**config.mk**
```make
export PLATFORM = sky130hd
export DESIGN_NAME = msif_ctrl
export DESIGN_NICKNAME = d
export VERILOG_FILES = /design/src/sv/msif_pkg.sv /design/src/sv/msif_ctrl.sv
export SDC_FILE = /design/constraint.sdc
export NUM_CORES = 1
export LEC_CHECK = 0
export ABC_AREA = 0
export BUFFER_PORTS_ARGS = -buffer_cell sky130_fd_sc_hd__buf_2
export CAP_MARGIN = 20
export CORE_UTILIZATION = 35
export CTS_CLUSTER_SIZE = 10
export DETAILED_ROUTE_END_ITERATION = 8
export GPL_TIMING_DRIVEN = 1
export SETUP_SLACK_MARGIN = 0.02
export SYNTH_ARGS = -nofsm -noshare
export SYNTH_HDL_FRONTEND = slang
export SYNTH_SLANG_ARGS = --single-unit
```
**constraint.sdc**
```tcl
create_clock -name clk -period 2.8 [get_ports clk]
set_clock_uncertainty 0.15 [all_clocks]
set_input_delay 0.28 -clock clk [delete_from_list [all_inputs] [get_ports clk]]
set_output_delay 0.28 -clock clk [all_outputs]
set_load 0.03 [all_outputs]
```
**src/sv/msif_pkg.sv**
```systemverilog
// Shared types, constants and a helper function for the submatrix and indexed fill block.
package msif_pkg;

  localparam int MAX_DIM   = 64;
  localparam int MAX_ELEMS = 4096;
  localparam int WORD_BITS = 32;

  localparam int DIM_W  = 7;
  localparam int IDX_W  = 13;
  localparam int ADDR_W = $clog2(MAX_ELEMS);
  localparam int CNT_W  = $clog2(MAX_ELEMS + 1);
  localparam int PROD_W = 2 * DIM_W;
  localparam int CFG_AW = 3;
  localparam int CFG_DW = 7;

  localparam logic [2:0] REQ_BASE   = 3'd0;
  localparam logic [2:0] REQ_INDEX  = 3'd1;
  localparam logic [2:0] REQ_FILL   = 3'd2;
  localparam logic [2:0] REQ_SCALAR = 3'd3;
  localparam logic [2:0] REQ_READ   = 3'd4;

  localparam logic [2:0] ST_OK       = 3'd0;
  localparam logic [2:0] ST_NO_BASE  = 3'd1;
  localparam logic [2:0] ST_BORDER   = 3'd2;
  localparam logic [2:0] ST_SHORT    = 3'd3;
  localparam logic [2:0] ST_LONG     = 3'd4;
  localparam logic [2:0] ST_ZERO_IDX = 3'd5;
  localparam logic [2:0] ST_SCALAR   = 3'd6;

  localparam logic [CFG_AW-1:0] CFG_FILL_MODE = 3'd0;
  localparam logic [CFG_AW-1:0] CFG_BASE_ROWS = 3'd1;
  localparam logic [CFG_AW-1:0] CFG_BASE_COLS = 3'd2;
  localparam logic [CFG_AW-1:0] CFG_FILL_ROWS = 3'd3;
  localparam logic [CFG_AW-1:0] CFG_FILL_COLS = 3'd4;
  localparam logic [CFG_AW-1:0] CFG_START_ROW = 3'd5;
  localparam logic [CFG_AW-1:0] CFG_START_COL = 3'd6;

  typedef struct packed {
    logic [2:0]           req_type;
    logic [WORD_BITS-1:0] elem_value;
    logic [IDX_W-1:0]     index_value;
    logic                 last_elem;
  } req_t;

  typedef struct packed {
    logic                 result_kind;
    logic [WORD_BITS-1:0] data_word;
    logic [2:0]           status_code;
    logic                 last_out;
  } res_t;

  typedef enum logic [3:0] {
    OP_NONE,
    OP_ACCEPT,
    OP_CLR,
    OP_FILL_RD,
    OP_FILL_WR,
    OP_FILL_END,
    OP_REPORT,
    OP_SC_RD,
    OP_SC_WR,
    OP_RD_OUT
  } op_t;

  typedef struct packed {
    logic clr_done;
    logic fill_open;
    logic fill_last;
    logic fill_err;
    logic sc_ok;
    logic sc_last;
    logic present;
  } sts_t;

  function automatic logic [DIM_W-1:0] dim_clamp(input logic [DIM_W-1:0] v);
    logic [DIM_W-1:0] r;
    if (v == '0) begin
      r = DIM_W'(1);
    end else if (v > DIM_W'(MAX_DIM)) begin
      r = DIM_W'(MAX_DIM);
    end else begin
      r = v;
    end
    return r;
  endfunction

endpackage

```
**src/sv/msif_ctrl.sv**
```systemverilog
// Controller state machine sequencing accepts, map clearing, fills, scalar fills and readouts.
module msif_ctrl (
  input  logic             clk,
  input  logic             rst,
  input  logic             start,
  input  logic [2:0]       req_type,
  input  msif_pkg::sts_t   sts,
  output msif_pkg::op_t    op,
  output logic             busy
);

  typedef enum logic [3:0] {
    S_CLR,
    S_IDLE,
    S_FILL_RD,
    S_FILL_WR,
    S_FILL_END,
    S_REPORT,
    S_SC_RD,
    S_SC_WR,
    S_RD_OUT
  } state_t;

  typedef enum logic [1:0] {
    RET_IDLE,
    RET_FILL,
    RET_REPORT,
    RET_SC
  } ret_t;

  state_t state;
  ret_t   ret;

  assign busy = (state != S_IDLE);

  always_comb begin
    unique case (state)
      S_IDLE:     op = start ? msif_pkg::OP_ACCEPT : msif_pkg::OP_NONE;
      S_CLR:      op = msif_pkg::OP_CLR;
      S_FILL_RD:  op = msif_pkg::OP_FILL_RD;
      S_FILL_WR:  op = msif_pkg::OP_FILL_WR;
      S_FILL_END: op = msif_pkg::OP_FILL_END;
      S_REPORT:   op = msif_pkg::OP_REPORT;
      S_SC_RD:    op = msif_pkg::OP_SC_RD;
      S_SC_WR:    op = msif_pkg::OP_SC_WR;
      S_RD_OUT:   op = msif_pkg::OP_RD_OUT;
      default:    op = msif_pkg::OP_NONE;
    endcase
  end

  always_ff @(posedge clk) begin
    if (rst) begin
      state <= S_CLR;
      ret   <= RET_IDLE;
    end else begin
      unique case (state)
        S_IDLE: begin
          if (start) begin
            unique case (req_type)
              msif_pkg::REQ_FILL: begin
                if (sts.fill_open) begin
                  state <= S_FILL_RD;
                end else begin
                  state <= S_CLR;
                  ret   <= RET_FILL;
                end
              end
              msif_pkg::REQ_SCALAR: begin
                if (sts.sc_ok) begin
                  state <= S_CLR;
                  ret   <= RET_SC;
                end
              end
              msif_pkg::REQ_READ: begin
                if (sts.present) begin
                  state <= S_RD_OUT;
                end
              end
              default: state <= S_IDLE;
            endcase
          end
        end
        S_CLR: begin
          if (sts.clr_done) begin
            unique case (ret)
              RET_IDLE:   state <= S_IDLE;
              RET_FILL:   state <= S_FILL_RD;
              RET_REPORT: state <= S_REPORT;
              RET_SC:     state <= S_SC_RD;
              default:    state <= S_IDLE;
            endcase
          end
        end
        S_FILL_RD: state <= S_FILL_WR;
        S_FILL_WR: state <= sts.fill_last ? S_FILL_END : S_IDLE;
        S_FILL_END: begin
          if (sts.fill_err) begin
            state <= S_CLR;
            ret   <= RET_REPORT;
          end else begin
            state <= S_REPORT;
          end
        end
        S_REPORT: state <= S_IDLE;
        S_SC_RD:  state <= S_SC_WR;
        S_SC_WR:  state <= sts.sc_last ? S_IDLE : S_SC_RD;
        S_RD_OUT: state <= S_IDLE;
        default:  state <= S_IDLE;
      endcase
    end
  end

endmodule

```
==> flow_summary.ini <==
[global_routing]
grt_pass1_wl_mm = 2.152
grt-ovfl-total = 0
grt_pass1_vias = 494
grt_use_total = 0.1637
antenna_found_initial = 0
grt_max_degree = 19

[yosys]
synth_warnings = 0
synth_seq_cells = 6
syn-cell-area_um2 = 554.3
syn_area_per_cell_um2 = 8.033
ys_seq_area_frac = 0.2167
synth_nets = 82
synth.top_cells.by_count = 8 x nor2_1, 6 x dfxtp_1, 4 x a211oi_1, 4 x a21oi_1
yosysTopAreaCell = dfxtp_1
synth_edf_count = 0
synth_cell_types = 36
synth-async-reset-ratio = 0
synthTopCellsByArea = dfxtp_1 22%, a211oi_1 5.4%, nor2_1 5.4%, nor4b_4 4.3%, a21oi_1 3.6%
yosysTopAreaCellShare = 0.2167
syn_inst = 69
synth_ff_type = dfxtp_1
synth.most_common_cell = nor2_1

[timing]
setup_viol = 0
finalMaxSlewViolations = 0
whs_ns = 0.1334
final_hold_viol_count = 0
setup_tns_ns = 0
period_needed_ns = 2.004
rsz0062_at_grt = no
slew_headroom = 0.6275
tightest_slew_ns = 0.5579
period_share = 0.7155
max_freq_mhz = 499.1

[worst_setup_path]
startpoint = state[0]$_SDFFE_PP0P_
arrival_ns = 1.57
cp_max_fo = 18
crit_family = flip-flops
path_buf_inv = 1
critPathRequiredTime_ns = 2.37
critPathKind = flop to primary output
endpoint_kind = primary output
worst_path_largest_cell_delay_ns = 0.67
rr_startpoint = state[0]$_SDFFE_PP0P_
cp_slowest_cell = dfxtp_1
critical_path.cell_chain = nand2_1 -> xnor2_1 -> nor2_1 -> buf_2
startpoint_type = flop

[clock_network]
cts_tree = yes
post_cts_buffers = 0
clkTransAtPathRegs_ns = 0.05
cts-root-buf = clkbuf_4
cts-resized-gates = 0
ctsLongestPathBuffers = 2
cts_made_buffers = 3
clock-sinks = 6
cts_hold_buf = 0
htreeDepth = 1
worst_skew_pair.late_latency_ns = 0.24

[drt]
vias = 568
wl_met2_um = 552
route.detailed.drc = 0
top_layer = met4
drt_iter0_drc = 21
wl_met1_um = 672
postRouteAntennaNets = 0
met3_length_um = 65
via_per_inst = 5.737
dr.pass1.iters = 4
wire_per_inst_um = 13.23
wl_mm = 1.310

[cells_and_area]
nets = 99
multi_input_area_um2 = 396.6
fillers = 136
area_delta_synth_final_pct = 18.74
diodes = 0
seq_area_um2 = 120.1
post_route_cells_drive_above_1_share = 0.3333

[floorplan]
die_h_um = 41.80
rows = 13
fp.dieW_um = 41.80
io_pins = 18
start_util = 0.4009
core_area_um2 = 1383
die_area_um2 = 1747

[placed_design]
hpwlAfterDp_um = 967.3
gp_congestion = 0.7178
port-buffer-count = 17

[power_and_ir_drop]
power_density_nw_per_um2 = 389.7
p_leak_nw = 0.2611
finalPower_uw = 256.5
ir_drop_v = 0.0002174

[flow_run]
maxCapViolCount = 0

[worst_hold_path]
hold_path_class = input pin to flop
hold_start = sts[3]

[status]
status = complete, no violations
## worst paths after layout
kind | to | slack [ns] | depth (start not counted)
setup / recovery | op[2] | 0.80 | 4
hold / removal | ret[0]$_SDFFE_PP0P_ | 0.13 | 2
setup reg to reg | ret[1]$_SDFFE_PP0P_ | 0.93 | 4
hold reg to reg | ret[0]$_SDFFE_PP0P_ | 0.34 | 2
## sequential cells by signal, indices dropped and copies added, names as in the netlist
name	count
state	4
ret	2
## cell families (layout without fill, tap and decap cells)
logic type | after synthesis | in the layout | synth area share
buffers and inverters | 9 | 24 | 0.06769
AO/OA/AOI/OAI | 23 | 23 | 0.3296
AND/OR/NAND/NOR | 29 | 29 | 0.3544
XOR/XNOR | 2 | 2 | 0.03161
flip-flops | 6 | 6 | 0.2167
## where the power goes
group	total, mW	internal (mW)	switching, mW
combinational	0.0736	0.0348	0.0389
clock	0.0843	0.0488	0.0355
sequential	0.0985	0.0884	0.0102
## routing by layer
layer  GRT usage  up-vias
met1      0.2141      253
met5           0        -
met2      0.2313       24
met3     0.03913        2
met4      0.1161        0
li1            -      289
## stage by stage
step           utilization  std cells  setup slack, ns  cell area [µm²]
2_1_floorplan            -         69           0.9363            554.3
3_3_place_gp        0.4597         96            1.026            635.6
4_1_cts             0.4760         99           0.7940            658.1
6_report            0.4760         99           0.7965            658.1
3_5_place_dp        0.4597         96           0.9613            635.6
5_1_grt             0.4760         99           0.6399            658.1
## cell type report
type | count | share of cell area
multi-input cells | 54 | 0.6027
flip-flops and latches | 6 | 0.1825
repair buffers | 17 | 0.1293
clock buffers | 3 | 0.03422
well taps | 15 | 0.02852
inverters | 4 | 0.02281
## layout by cell type, fill, tap and decap left out, types with 2 or more instances in the layout
master | Yosys | final
xnor2_1 | 2 | 2
a21oi_1 | 4 | 4
buf_2 | 3 | 17
nor3b_1 | 2 | 2
dfxtp_1 | 6 | 6
a221oi_1 | 2 | 2
nor2_1 | 8 | 8
a211oi_1 | 4 | 4
nor2b_1 | 3 | 3
nand2_1 | 3 | 3
nand2b_1 | 3 | 3
inv_2 | 3 | 3
and3b_1 | 2 | 2
clkbuf_4 | 0 | 3
o21ai_1 | 2 | 2
(Power assumes the default switching activity.)
